File: config.mk
export PLATFORM = sky130hd
export DESIGN_NAME = framed_speed_command_ramp_top
export DESIGN_NICKNAME = d
export VERILOG_FILES = /design/src/hw/rtl/fscr_pkg.sv /design/src/hw/rtl/framed_speed_command_ramp_top.sv /design/src/hw/rtl/fscr_front.sv /design/src/hw/rtl/fscr_cmd_queue.sv /design/src/hw/rtl/fscr_back.sv
export VERILOG_INCLUDE_DIRS = /design/src /design/src/hw/rtl
export SDC_FILE = /design/constraint.sdc
export NUM_CORES = 1
export LEC_CHECK = 0
export BUFFER_PORTS_ARGS = -buffer_cell sky130_fd_sc_hd__buf_2
export CORE_ASPECT_RATIO = 0.75
export CORE_MARGIN = 2
export CORE_UTILIZATION = 60
export DETAILED_ROUTE_END_ITERATION = 6
export PLACE_DENSITY = 0.81
export SLEW_MARGIN = 20
export SYNTH_ARGS = -nofsm -noshare
export SYNTH_HDL_FRONTEND = slang
export SYNTH_SLANG_ARGS = --single-unit
File: constraint.sdc
create_clock -name clk -period 14.95 [get_ports clk]
set_input_delay 0.7475 -clock clk [delete_from_list [all_inputs] [get_ports clk]]
set_output_delay 0.7475 -clock clk [all_outputs]
set_load 0.05 [all_outputs]
File: src/hw/rtl/assert_macros.svh
// Shared assertion macros for the RTL.
`ifndef ASSERT_MACROS_SVH
`define ASSERT_MACROS_SVH

// The property must hold at every clock edge outside reset.
`define ASSERT_ALWAYS(lbl, clk, rst, prop) \
  lbl: assert property (@(posedge clk) disable iff (rst) (prop)) \
    else $error("assertion failed");

// The consequent must hold in the cycle after the antecedent.
`define ASSERT_NEXT(lbl, clk, rst, ante, cons) \
  lbl: assert property (@(posedge clk) disable iff (rst) (ante) |=> (cons)) \
    else $error("assertion failed");

`endif

File: src/hw/rtl/fscr_pkg.sv
package fscr_pkg;

  localparam int NUM_MOTORS = 4;
  localparam int QUEUE_DEPTH = 2;
  localparam int QPTR_W = $clog2(QUEUE_DEPTH);
  localparam int QCNT_W = $clog2(QUEUE_DEPTH + 1);

  localparam logic [7:0] HEADER_BYTE = 8'hFF;
  localparam logic OP_TICK = 1'b1;

  localparam logic [2:0] POS_IDLE = 3'd0;
  localparam logic [2:0] POS_FL = 3'd1;
  localparam logic [2:0] POS_FR = 3'd2;
  localparam logic [2:0] POS_BL = 3'd5;
  localparam logic [2:0] POS_BR = 3'd6;
  localparam logic [2:0] POS_CHECK = 3'd7;

  localparam int CFG_IDX_W = 3;
  localparam int CFG_DATA_W = 16;
  localparam logic [CFG_IDX_W-1:0] REG_STEP_PERIOD = 3'd0;
  localparam logic [CFG_IDX_W-1:0] REG_CHECKSUM_SEED = 3'd1;
  localparam logic [CFG_IDX_W-1:0] REG_INVERT_FL = 3'd2;
  localparam logic [CFG_IDX_W-1:0] REG_INVERT_FR = 3'd3;
  localparam logic [CFG_IDX_W-1:0] REG_INVERT_BL = 3'd4;
  localparam logic [CFG_IDX_W-1:0] REG_INVERT_BR = 3'd5;

  localparam logic [15:0] STEP_PERIOD_RESET = 16'd249;
  localparam logic [7:0] CHECKSUM_SEED_RESET = 8'hAA;

  typedef logic signed [8:0] speed_t;

  typedef struct packed {
    logic operation;
    logic [7:0] rx_byte;
  } in_item_t;

  typedef struct packed {
    logic fl_forward;
    logic [7:0] fl_duty;
    logic fr_forward;
    logic [7:0] fr_duty;
    logic bl_forward;
    logic [7:0] bl_duty;
    logic br_forward;
    logic [7:0] br_duty;
  } out_item_t;

  typedef struct packed {
    speed_t [NUM_MOTORS-1:0] target;
  } cmd_t;

endpackage

File: src/hw/rtl/framed_speed_command_ramp_top.sv
// A tick that completes a step period gives its result on the result ports after it passes
// the command queue and the result queue. Throughput: one item per cycle while full is low,
// bytes and ticks alike; results leave at one per cycle while empty is low.
// Radio byte transactions never give a result.
// Reset (rst, synchronous, active high) clears the frame parser, tick count, targets,
// speeds and both queues, and returns the configuration registers to their reset values.
module framed_speed_command_ramp_top (
  input  logic                                clk,
  input  logic                                rst,
  input  logic                                push,
  output logic                                full,
  input  fscr_pkg::in_item_t                  item,
  output logic                                empty,
  input  logic                                pop,
  output fscr_pkg::out_item_t                 result,
  input  logic                                cfg_we,
  input  logic [fscr_pkg::CFG_IDX_W-1:0]      cfg_index,
  input  logic [fscr_pkg::CFG_DATA_W-1:0]     cfg_data
);

  logic [15:0] step_period;
  logic [7:0] checksum_seed;
  logic [3:0] invert;

  logic accept;
  logic cmd_push;
  logic cmd_pop;
  logic cmd_empty;
  fscr_pkg::cmd_t cmd_in;
  fscr_pkg::cmd_t cmd_out;

  assign accept = push && !full;

  always_ff @(posedge clk) begin
    if (rst) begin
      step_period <= fscr_pkg::STEP_PERIOD_RESET;
      checksum_seed <= fscr_pkg::CHECKSUM_SEED_RESET;
      invert <= '0;
    end else if (cfg_we) begin
      case (cfg_index)
        fscr_pkg::REG_STEP_PERIOD: step_period <= cfg_data[15:0];
        fscr_pkg::REG_CHECKSUM_SEED: checksum_seed <= cfg_data[7:0];
        fscr_pkg::REG_INVERT_FL: invert[0] <= cfg_data[0];
        fscr_pkg::REG_INVERT_FR: invert[1] <= cfg_data[0];
        fscr_pkg::REG_INVERT_BL: invert[2] <= cfg_data[0];
        fscr_pkg::REG_INVERT_BR: invert[3] <= cfg_data[0];
        default: ;
      endcase
    end
  end

  fscr_front u_front (
    .clk           (clk),
    .rst           (rst),
    .accept        (accept),
    .item          (item),
    .step_period   (step_period),
    .checksum_seed (checksum_seed),
    .cmd_push      (cmd_push),
    .cmd           (cmd_in)
  );

  fscr_cmd_queue u_cmd_queue (
    .clk   (clk),
    .rst   (rst),
    .push  (cmd_push),
    .din   (cmd_in),
    .full  (full),
    .pop   (cmd_pop),
    .empty (cmd_empty),
    .dout  (cmd_out)
  );

  fscr_back u_back (
    .clk       (clk),
    .rst       (rst),
    .cmd_empty (cmd_empty),
    .cmd       (cmd_out),
    .cmd_pop   (cmd_pop),
    .invert    (invert),
    .pop       (pop),
    .empty     (empty),
    .result    (result)
  );

endmodule

File: src/hw/rtl/fscr_front.sv
module fscr_front (
  input  logic              clk,
  input  logic              rst,
  input  logic              accept,
  input  fscr_pkg::in_item_t item,
  input  logic [15:0]       step_period,
  input  logic [7:0]        checksum_seed,
  output logic              cmd_push,
  output fscr_pkg::cmd_t    cmd
);

  logic [2:0] pos;
  logic [7:0] sum;
  logic [7:0] b_fl;
  logic [7:0] b_fr;
  logic [7:0] b_bl;
  logic [7:0] b_br;
  logic [15:0] tick_count;
  fscr_pkg::speed_t [fscr_pkg::NUM_MOTORS-1:0] target;

  logic [16:0] count;
  logic step;
  logic is_tick;
  logic [7:0] rx;

  assign rx = item.rx_byte;
  assign is_tick = (item.operation == fscr_pkg::OP_TICK);
  assign count = {1'b0, tick_count} + 17'd1;
  assign step = !(count < {1'b0, step_period});
  assign cmd_push = accept && is_tick && step;
  assign cmd.target = target;

  always_ff @(posedge clk) begin
    if (rst) begin
      tick_count <= '0;
    end else if (accept && is_tick) begin
      tick_count <= step ? '0 : count[15:0];
    end
  end

  always_ff @(posedge clk) begin
    if (rst) begin
      pos <= fscr_pkg::POS_IDLE;
      target <= '0;
    end else if (accept && !is_tick) begin
      if (pos == fscr_pkg::POS_IDLE) begin
        if (rx == fscr_pkg::HEADER_BYTE) begin
          pos <= pos + 3'd1;
        end
      end else if (rx == fscr_pkg::HEADER_BYTE) begin
        pos <= fscr_pkg::POS_IDLE;
      end else if (pos == fscr_pkg::POS_CHECK) begin
        pos <= fscr_pkg::POS_IDLE;
        if (8'(sum + checksum_seed) == rx) begin
          target[0] <= {b_fl, 1'b0};
          target[1] <= {b_fr, 1'b0};
          target[2] <= {b_bl, 1'b0};
          target[3] <= {b_br, 1'b0};
        end
      end else begin
        pos <= pos + 3'd1;
      end
    end
  end

  always_ff @(posedge clk) begin
    if (accept && !is_tick) begin
      if (pos == fscr_pkg::POS_IDLE) begin
        sum <= '0;
      end else begin
        sum <= sum + rx;
      end
      case (pos)
        fscr_pkg::POS_FL: b_fl <= rx;
        fscr_pkg::POS_FR: b_fr <= rx;
        fscr_pkg::POS_BL: b_bl <= rx;
        fscr_pkg::POS_BR: b_br <= rx;
        default: ;
      endcase
    end
  end

endmodule

File: src/hw/rtl/fscr_cmd_queue.sv
module fscr_cmd_queue (
  input  logic           clk,
  input  logic           rst,
  input  logic           push,
  input  fscr_pkg::cmd_t din,
  output logic           full,
  input  logic           pop,
  output logic           empty,
  output fscr_pkg::cmd_t dout
);

  fscr_pkg::cmd_t mem [fscr_pkg::QUEUE_DEPTH];
  logic [fscr_pkg::QPTR_W-1:0] wr_ptr;
  logic [fscr_pkg::QPTR_W-1:0] rd_ptr;
  logic [fscr_pkg::QCNT_W-1:0] count;
  logic do_push;
  logic do_pop;

  function automatic logic [fscr_pkg::QCNT_W-1:0] QCNT_W_ONE(input logic b);
    QCNT_W_ONE = {{(fscr_pkg::QCNT_W-1){1'b0}}, b};
  endfunction

  assign full = (count == fscr_pkg::QCNT_W'(fscr_pkg::QUEUE_DEPTH));
  assign empty = (count == '0);
  assign do_push = push && !full;
  assign do_pop = pop && !empty;
  assign dout = mem[rd_ptr];

  always_ff @(posedge clk) begin
    if (rst) begin
      wr_ptr <= '0;
      rd_ptr <= '0;
      count <= '0;
    end else begin
      if (do_push) begin
        wr_ptr <= wr_ptr + 1'b1;
      end
      if (do_pop) begin
        rd_ptr <= rd_ptr + 1'b1;
      end
      count <= count + QCNT_W_ONE(do_push) - QCNT_W_ONE(do_pop);
    end
  end

  always_ff @(posedge clk) begin
    if (do_push) begin
      mem[wr_ptr] <= din;
    end
  end

endmodule

File: src/hw/rtl/fscr_back.sv
`include "assert_macros.svh"

module fscr_back (
  input  logic                clk,
  input  logic                rst,
  input  logic                cmd_empty,
  input  fscr_pkg::cmd_t      cmd,
  output logic                cmd_pop,
  input  logic [3:0]          invert,
  input  logic                pop,
  output logic                empty,
  output fscr_pkg::out_item_t result
);

  fscr_pkg::speed_t [fscr_pkg::NUM_MOTORS-1:0] actual;
  fscr_pkg::speed_t [fscr_pkg::NUM_MOTORS-1:0] actual_next;
  logic [fscr_pkg::NUM_MOTORS-1:0] fwd;
  logic [7:0] duty [fscr_pkg::NUM_MOTORS];
  fscr_pkg::out_item_t res_new;

  fscr_pkg::out_item_t rq [fscr_pkg::QUEUE_DEPTH];
  logic [fscr_pkg::QPTR_W-1:0] wr_ptr;
  logic [fscr_pkg::QPTR_W-1:0] rd_ptr;
  logic [fscr_pkg::QCNT_W-1:0] rq_count;
  logic do_pop;
  logic room;

  assign empty = (rq_count == '0);
  assign do_pop = pop && !empty;
  assign room = (rq_count != fscr_pkg::QCNT_W'(fscr_pkg::QUEUE_DEPTH)) || do_pop;
  assign cmd_pop = !cmd_empty && room;
  assign result = rq[rd_ptr];

  always_comb begin
    logic signed [9:0] s;
    logic [9:0] mag;
    for (int m = 0; m < fscr_pkg::NUM_MOTORS; m++) begin
      if (actual[m] < cmd.target[m]) begin
        actual_next[m] = actual[m] + 9'sd1;
      end else if (actual[m] > cmd.target[m]) begin
        actual_next[m] = actual[m] - 9'sd1;
      end else begin
        actual_next[m] = actual[m];
      end
      s = invert[m] ? -{actual_next[m][8], actual_next[m]} : {actual_next[m][8], actual_next[m]};
      fwd[m] = !s[9];
      mag = s[9] ? 10'(-s) : 10'(s);
      duty[m] = mag[8] ? 8'hFF : mag[7:0];
    end
  end

  always_comb begin
    res_new.fl_forward = fwd[0];
    res_new.fl_duty = duty[0];
    res_new.fr_forward = fwd[1];
    res_new.fr_duty = duty[1];
    res_new.bl_forward = fwd[2];
    res_new.bl_duty = duty[2];
    res_new.br_forward = fwd[3];
    res_new.br_duty = duty[3];
  end

  always_ff @(posedge clk) begin
    if (rst) begin
      actual <= '0;
      wr_ptr <= '0;
      rd_ptr <= '0;
      rq_count <= '0;
    end else begin
      if (cmd_pop) begin
        actual <= actual_next;
        wr_ptr <= wr_ptr + 1'b1;
      end
      if (do_pop) begin
        rd_ptr <= rd_ptr + 1'b1;
      end
      if (cmd_pop && !do_pop) begin
        rq_count <= rq_count + 1'b1;
      end else if (!cmd_pop && do_pop) begin
        rq_count <= rq_count - 1'b1;
      end
    end
  end

  always_ff @(posedge clk) begin
    if (cmd_pop) begin
      rq[wr_ptr] <= res_new;
    end
  end

  `ASSERT_ALWAYS(a_rq_bound, clk, rst, rq_count <= fscr_pkg::QCNT_W'(fscr_pkg::QUEUE_DEPTH))
  `ASSERT_NEXT(a_speed_hold, clk, rst, !cmd_pop, $stable(actual))
  `ASSERT_NEXT(a_result_written, clk, rst, cmd_pop, !empty)

endmodule
# Yosys cells after proc, flatten, opt, wreduce, memory -nomap -nowiden
# Memory sizes are Yosys's and may differ from the RTL's. A register that Yosys moved wholly into a read port is not among the register bits.
# Cells that the tools add are included.
dict set report classes {
  n_addsub 28
  order_cmp 9
  n_eq_ne 15
  muxes 35
  bitwise_logic 2
  n_reduce_logical 39
}
# cell count
set op_table {}
lappend op_table {{9-bit 2-to-1 mux} 12}
lappend op_table {{10-bit 2-to-1 mux} 4}
lappend op_table {{10-bit negator} 4}
lappend op_table {{9-bit by 2-bit adder with 9-bit output (second input constant)} 4}
lappend op_table {{9-bit greater-than comparator} 4}
lappend op_table {{9-bit less-than comparator} 4}
lappend op_table {{9-bit negator} 4}
lappend op_table {{9-bit by 2-bit subtractor with 9-bit output (second input constant)} 4}
lappend op_table {{8-bit 2-to-1 mux} 4}
lappend op_table {{2-bit AND reduction} 11}
lappend op_table {{16-bit by 1-bit adder with 17-bit output (second input constant)} 1}
lappend op_table {{17-bit by 16-bit less-than comparator with 1-bit output} 1}
lappend op_table {{8-bit adder} 2}
lappend op_table {{16-bit 2-to-1 mux} 1}
lappend op_table {{3-bit == test (second input constant)} 5}
lappend op_table {{3-bit 2-to-1 mux} 4}
lappend op_table {{1-bit logical NOT} 11}
lappend op_table {{1-bit logical AND} 10}
lappend op_table {{3-bit by 2-bit == test with 1-bit output (second input constant)} 3}
lappend op_table {{8-bit == test} 1}
lappend op_table {{8-bit == test (second input constant)} 1}
lappend op_table {{1-bit 2-to-1 mux} 8}
lappend op_table {{3-bit by 1-bit == test with 1-bit output (second input constant)} 2}
lappend op_table {{3-bit logical NOT} 2}
lappend op_table {{14 further kinds} 21}
dict set report word_totals {
  regBits 163
  ramBits 136
  in_bits 33
  out_inout_bits 38
  n_memories 2
}
# name words width rd rd_clocked_by_memory_dff wr line
set memory_table {}
lappend memory_table {u_back.rq 2 36 1 1 1 fscr_back.sv:21} ;# fscr_pkg::out_item_t rq [fscr_pkg::QUEUE_DEPTH];
lappend memory_table {u_cmd_queue.mem 2 32 1 1 1 fscr_cmd_queue.sv:12} ;# fscr_pkg::cmd_t mem [fscr_pkg::QUEUE_DEPTH];

# Longest topological paths before layout
dict set report logic_depth {
  depth_word 9
  depth_mapped 20
}

# Modules after synthesis
# A second synthesis with hierarchy kept.
dict set report hier_totals {
  cells_unflattened 1850
  area_unflattened_um2 18988.2
}
# module n_inst cells_each area_each_um2 seq_area_each_um2
set by_module_without_submodules {}
lappend by_module_without_submodules {fscr_back 1 1086 9505.4 2982.9}
lappend by_module_without_submodules {fscr_front 1 506 5424.0 2222.1}
lappend by_module_without_submodules {fscr_cmd_queue 1 139 2829.0 2262.2}
lappend by_module_without_submodules {framed_speed_command_ramp_top 1 119 1229.9 560.5}

# Least setup slack after synthesis
# No wires, ideal clock.
dict set report synth_path {
  path_kind {register to register}
  from {reg u_front.tick_count[2]}
  to {mem u_cmd_queue.mem[0][0] (netlist name) (enable)}
  setup_ns 0.425
  t_arrival_ns 4.649
  slack_ns 9.877
  path_stages_with_launch 16
  path_buffers 0
  synth_period_minus_slack_ns 5.073
  path_cell_list {dfxtp_1 > and3_1 > and3_1 > and3_1 > and3_1 > and3_1 > and3_1 > xor2_1 > ha_1 > and4_1 > nand4_1 > a211oi_1 > o31ai_1 > o211ai_1 > nor2b_1 > nor2b_1}
}
dict set report synth_between {
  elab_chain_cells 7
}
# item line
set synth_rtl {}
lappend synth_rtl {{from (decl)} fscr_front.sv:18} ;# logic [15:0] tick_count;
lappend synth_rtl {{from (signal assigned)} fscr_front.sv:37} ;# tick_count <= step ? '0 : count[15:0];
lappend synth_rtl {{16-bit by 1-bit adder with 17-bit output} fscr_front.sv:28} ;# assign count = {1'b0, tick_count} + 17'd1;
lappend synth_rtl {{17-bit by 16-bit less-than comparator with 1-bit output} fscr_front.sv:29} ;# assign step = !(count < {1'b0, step_period});
lappend synth_rtl {{1-bit logical NOT} fscr_front.sv:29}
lappend synth_rtl {{1-bit logical AND} fscr_front.sv:30} ;# assign cmd_push = accept && is_tick && step;
lappend synth_rtl {{1-bit logical AND} fscr_cmd_queue.sv:25} ;# assign do_push = push && !full;
lappend synth_rtl {{named net u_cmd_queue.do_push} fscr_cmd_queue.sv:16} ;# logic do_push;
lappend synth_rtl {{1-bit 2-to-1 mux} fscr_cmd_queue.sv:46} ;# if (do_push) begin
lappend synth_rtl {{1-bit 2-to-1 mux (not written as such)} fscr_cmd_queue.sv:47} ;# mem[wr_ptr] <= din;
lappend synth_rtl {{to (decl)} fscr_cmd_queue.sv:12}
# The timed path passes the listed nets, and every way through them passes these cells.

# Worst setup path in the final report
dict set report layout_path {
  from {reg u_front.tick_count[0]}
  to {mem u_cmd_queue.mem[0][16] (netlist name) (enable)}
}
# Same word-level chain as after synthesis.

==> flow_summary.json <==
{
  "outcome": "complete, no violations",
  "cts_tree": "done",
  "hold_path.class": "in2reg",
  "num_antenna_cells": 0,
  "yosysUniqueCellTypes": 99,
  "mostFrequentLayoutCell": "edfxtp_1",
  "clk_pin_slew_worst_paths_ps": 60,
  "antenna_found_initial": 0,
  "hold_start": "cfg_data[9]",
  "ant_nets": 0,
  "final_cell_mix": "edfxtp_1 (176), nor2_1 (150), nand2_1 (135), dfxtp_1 (125)",
  "drv_slew": 0,
  "syn2layout_area_growth_pct": 10.2,
  "drt_wl_total_mm": 35.2,
  "drive_gt1_share_pct": 13.3,
  "skew_ps": 21.2,
  "reg2reg_setup_slack_ps": 9940,
  "whs_endpoint": "step_period[9]$_SDFFE_PP0P_",
  "fillers": 2076,
  "syn-instance-count": 1619,
  "rsz0062_at_grt": "no",
  "min_period_over_period_pct": 33.5,
  "synth_edf_count": 176,
  "hold_violations": 0,
  "dp_hpwl_mm": 24.8,
  "clkSinkCount": 301,
  "r2r.worst_path.cells": 17,
  "ctsHoldBuffers": 0,
  "fp.dieH_um": 149,
  "vias_per_cell": 6.02,
  "yosys_warnings": 0,
  "grt_max_degree": 77,
  "grt_overflow_total": 0,
  "cts_resized": 0,
  "cap_violations": 0,
  "io_pins": 71,
  "die_area_um2": 29200,
  "r2r_start": "u_front.tick_count[0]$_SDFFE_PP0P_",
  "io_buffers": 70,
  "wl_per_cell_um": 17.2,
  "hold_depth": 3,
  "multiInputGateArea_um2": 8430,
  "gp_congestion": 0.914,
  "slew_headroom_pct": 31.7,
  "cts_max_level": 1,
  "ys_seq_area_share_pct": 46.6,
  "grt_pass1_wl_mm": 57.8,
  "cts_buffers": 30,
  "clock_latency_ps": 580,
  "critPathRequiredTime_ps": 15160,
  "ys.flop_type": "edfxtp_1",
  "worstPathMaxFanout": 32,
  "setup.worst_path.end_class": "flop",
  "finalSetupViolCount": 0,
  "drc": 0,
  "track_usage_pct": 24.1,
  "nets": 1792,
  "syn_nets": 1740,
  "fp.dieW_um": 197,
  "start_kind": "flop",
  "max_freq_ghz": 0.199,
  "setup_tns_ps": 0,
  "core_region_area_um2": 27200,
  "postCtsSetupBuffers": 0,
  "dr.pass1.iters": 7,
  "syn_avg_cell_area_um2": 10.3,
  "first_iter_violations": 939,
  "arrival_ps": 5220,
  "final.min_clock_period_ps": 5010,
  "ys_async_sr_fraction_pct": 0,
  "ys_seq_elements": 301,
  "clock_path_buffers": 3,
  "r2r_end": "u_cmd_queue.mem[0][16]$_DFFE_PP_",
  "syn-cell-area_um2": 16700,
  "cts-root-buf": "clkbuf_16",
  "rows": 52,
  "critical_path_class": "reg2reg",
  "vias": 12300,
  "grt_pass1_vias": 11500,
  "worst-slew-pin-transition_ps": 1020,
  "regArea_um2": 7790,
  "initial_core_util_pct": 61.4
}
==> state kept, by name, summed over array words and instances (netlist names), 3 cells and up, named ones only <==
name                count
u_back.rq              72
u_cmd_queue.mem        64
u_back.actual          36
u_front.cmd            32
step_period            16
u_front.tick_count     16
checksum_seed           8
u_front.b_bl            8
u_front.b_br            8
u_front.b_fl            8
u_front.b_fr            8
u_front.sum             8
invert                  4
u_front.pos             3
==> critical path, stage by stage, from the launching register on <==
cell and delay (ps):
dfxtp_1 400, ha_1 260, and3_1 260, and3_1 250, and3_1 240, and3_1 250, and3_1 260, nand3_1 190
xnor2_1 180, ha_1 320, nand4_1 140, a211oi_1 370, o31ai_1 160, o211ai_1 130, buf_4 260, nor2b_1 330
nor2b_2 210, buf_4 400
==> cells in the mapped netlist, types with 16 or more instances <==
library cell	count	area (um2)
mux2_2	44	495
xnor2_1	71	622
edfxtp_1	176	5290
or3_1	19	119
xor2_1	54	473
nand2_1	135	507
and3_1	26	163
nor3_1	44	220
nor2_1	152	571
nand4_1	25	156
a21oi_1	85	425
ha_1	86	1080
nand3_1	37	185
o21ai_0	52	260
a211oi_1	16	120
clkbuf_1	48	180
inv_1	72	270
dfxtp_1	125	2500
mux2i_1	86	861
==> final cells by class <==
| type | count | share of cell area, % |
|---|---|---|
| clock inverters | 21 | 1.37 |
| flip-flops and latches | 301 | 42.3 |
| clock buffers | 35 | 4.18 |
| inverters | 75 | 1.53 |
| multi-input cells | 1179 | 45.8 |
| repair buffers | 84 | 2.49 |
| well taps | 351 | 2.38 |
==> logic make-up (layout without fill, tap and decap cells) <==
kind of cell / Yosys count / count (layout) / synth area share [%]
and+or+nand+nor: 540 / 540 / 16.2
xor gates and xnor gates: 128 / 128 / 6.91
muxes: 132 / 132 / 8.33
DFF: 301 / 301 / 46.6
buffers and inverters: 139 / 215 / 3.22
adders and majority gates: 88 / 88 / 6.68
AOI/OAI and AO/OA: 291 / 291 / 12.1
==> routing by layer <==
metal | vias to the layer above | GRT usage (%) | part of all wire (%)
li1 | 6017 | - | -
met1 | 5888 | 35.2 | 48
met2 | 352 | 38.4 | 45
met3 | 55 | 2.70 | 5.1
met4 | 0 | 6.17 | 2.0
met5 | - | 0 | 0
==> per-stage QoR <==
stage / worst slack (ps) / utilization, % / instances / area [um2] / hold slack [ps]
global placement: 10100 / 64.0 / 1990 / 17400 / 433
CTS: 9960 / 67.7 / 2046 / 18400 / 393
detailed placement: 10020 / 64.0 / 1990 / 17400 / 443
finish: 9940 / 67.7 / 2046 / 18400 / 410
global route: 9560 / 67.7 / 2046 / 18400 / 407
floorplan: 9880 / - / 1619 / 16700 / 425
==> worst max path at each step <==
stage	start	endpoint	slack (ps)	cells after the start
after floorplan	u_front.tick_count[2]$_SDFFE_PP0P_	u_cmd_queue.mem[0][0]$_DFFE_PP_	9880	15
after global placement	u_front.tick_count[0]$_SDFFE_PP0P_	u_cmd_queue.mem[0][10]$_DFFE_PP_	10100	17
after detailed placement	flop	u_back.rq[0][18]$_DFFE_PP_	10020	14
after CTS	u_front.tick_count[0]$_SDFFE_PP0P_	u_cmd_queue.mem[0][16]$_DFFE_PP_	9960	17
after global routing	u_front.tick_count[0]$_SDFFE_PP0P_	u_cmd_queue.mem[0][16]$_DFFE_PP_	9560	17
final	u_front.tick_count[0]$_SDFFE_PP0P_	u_cmd_queue.mem[0][16]$_DFFE_PP_	9940	17
Power is not shown: default switching activity piles up to over one toggle a cycle in this logic, so the estimate is an artifact.
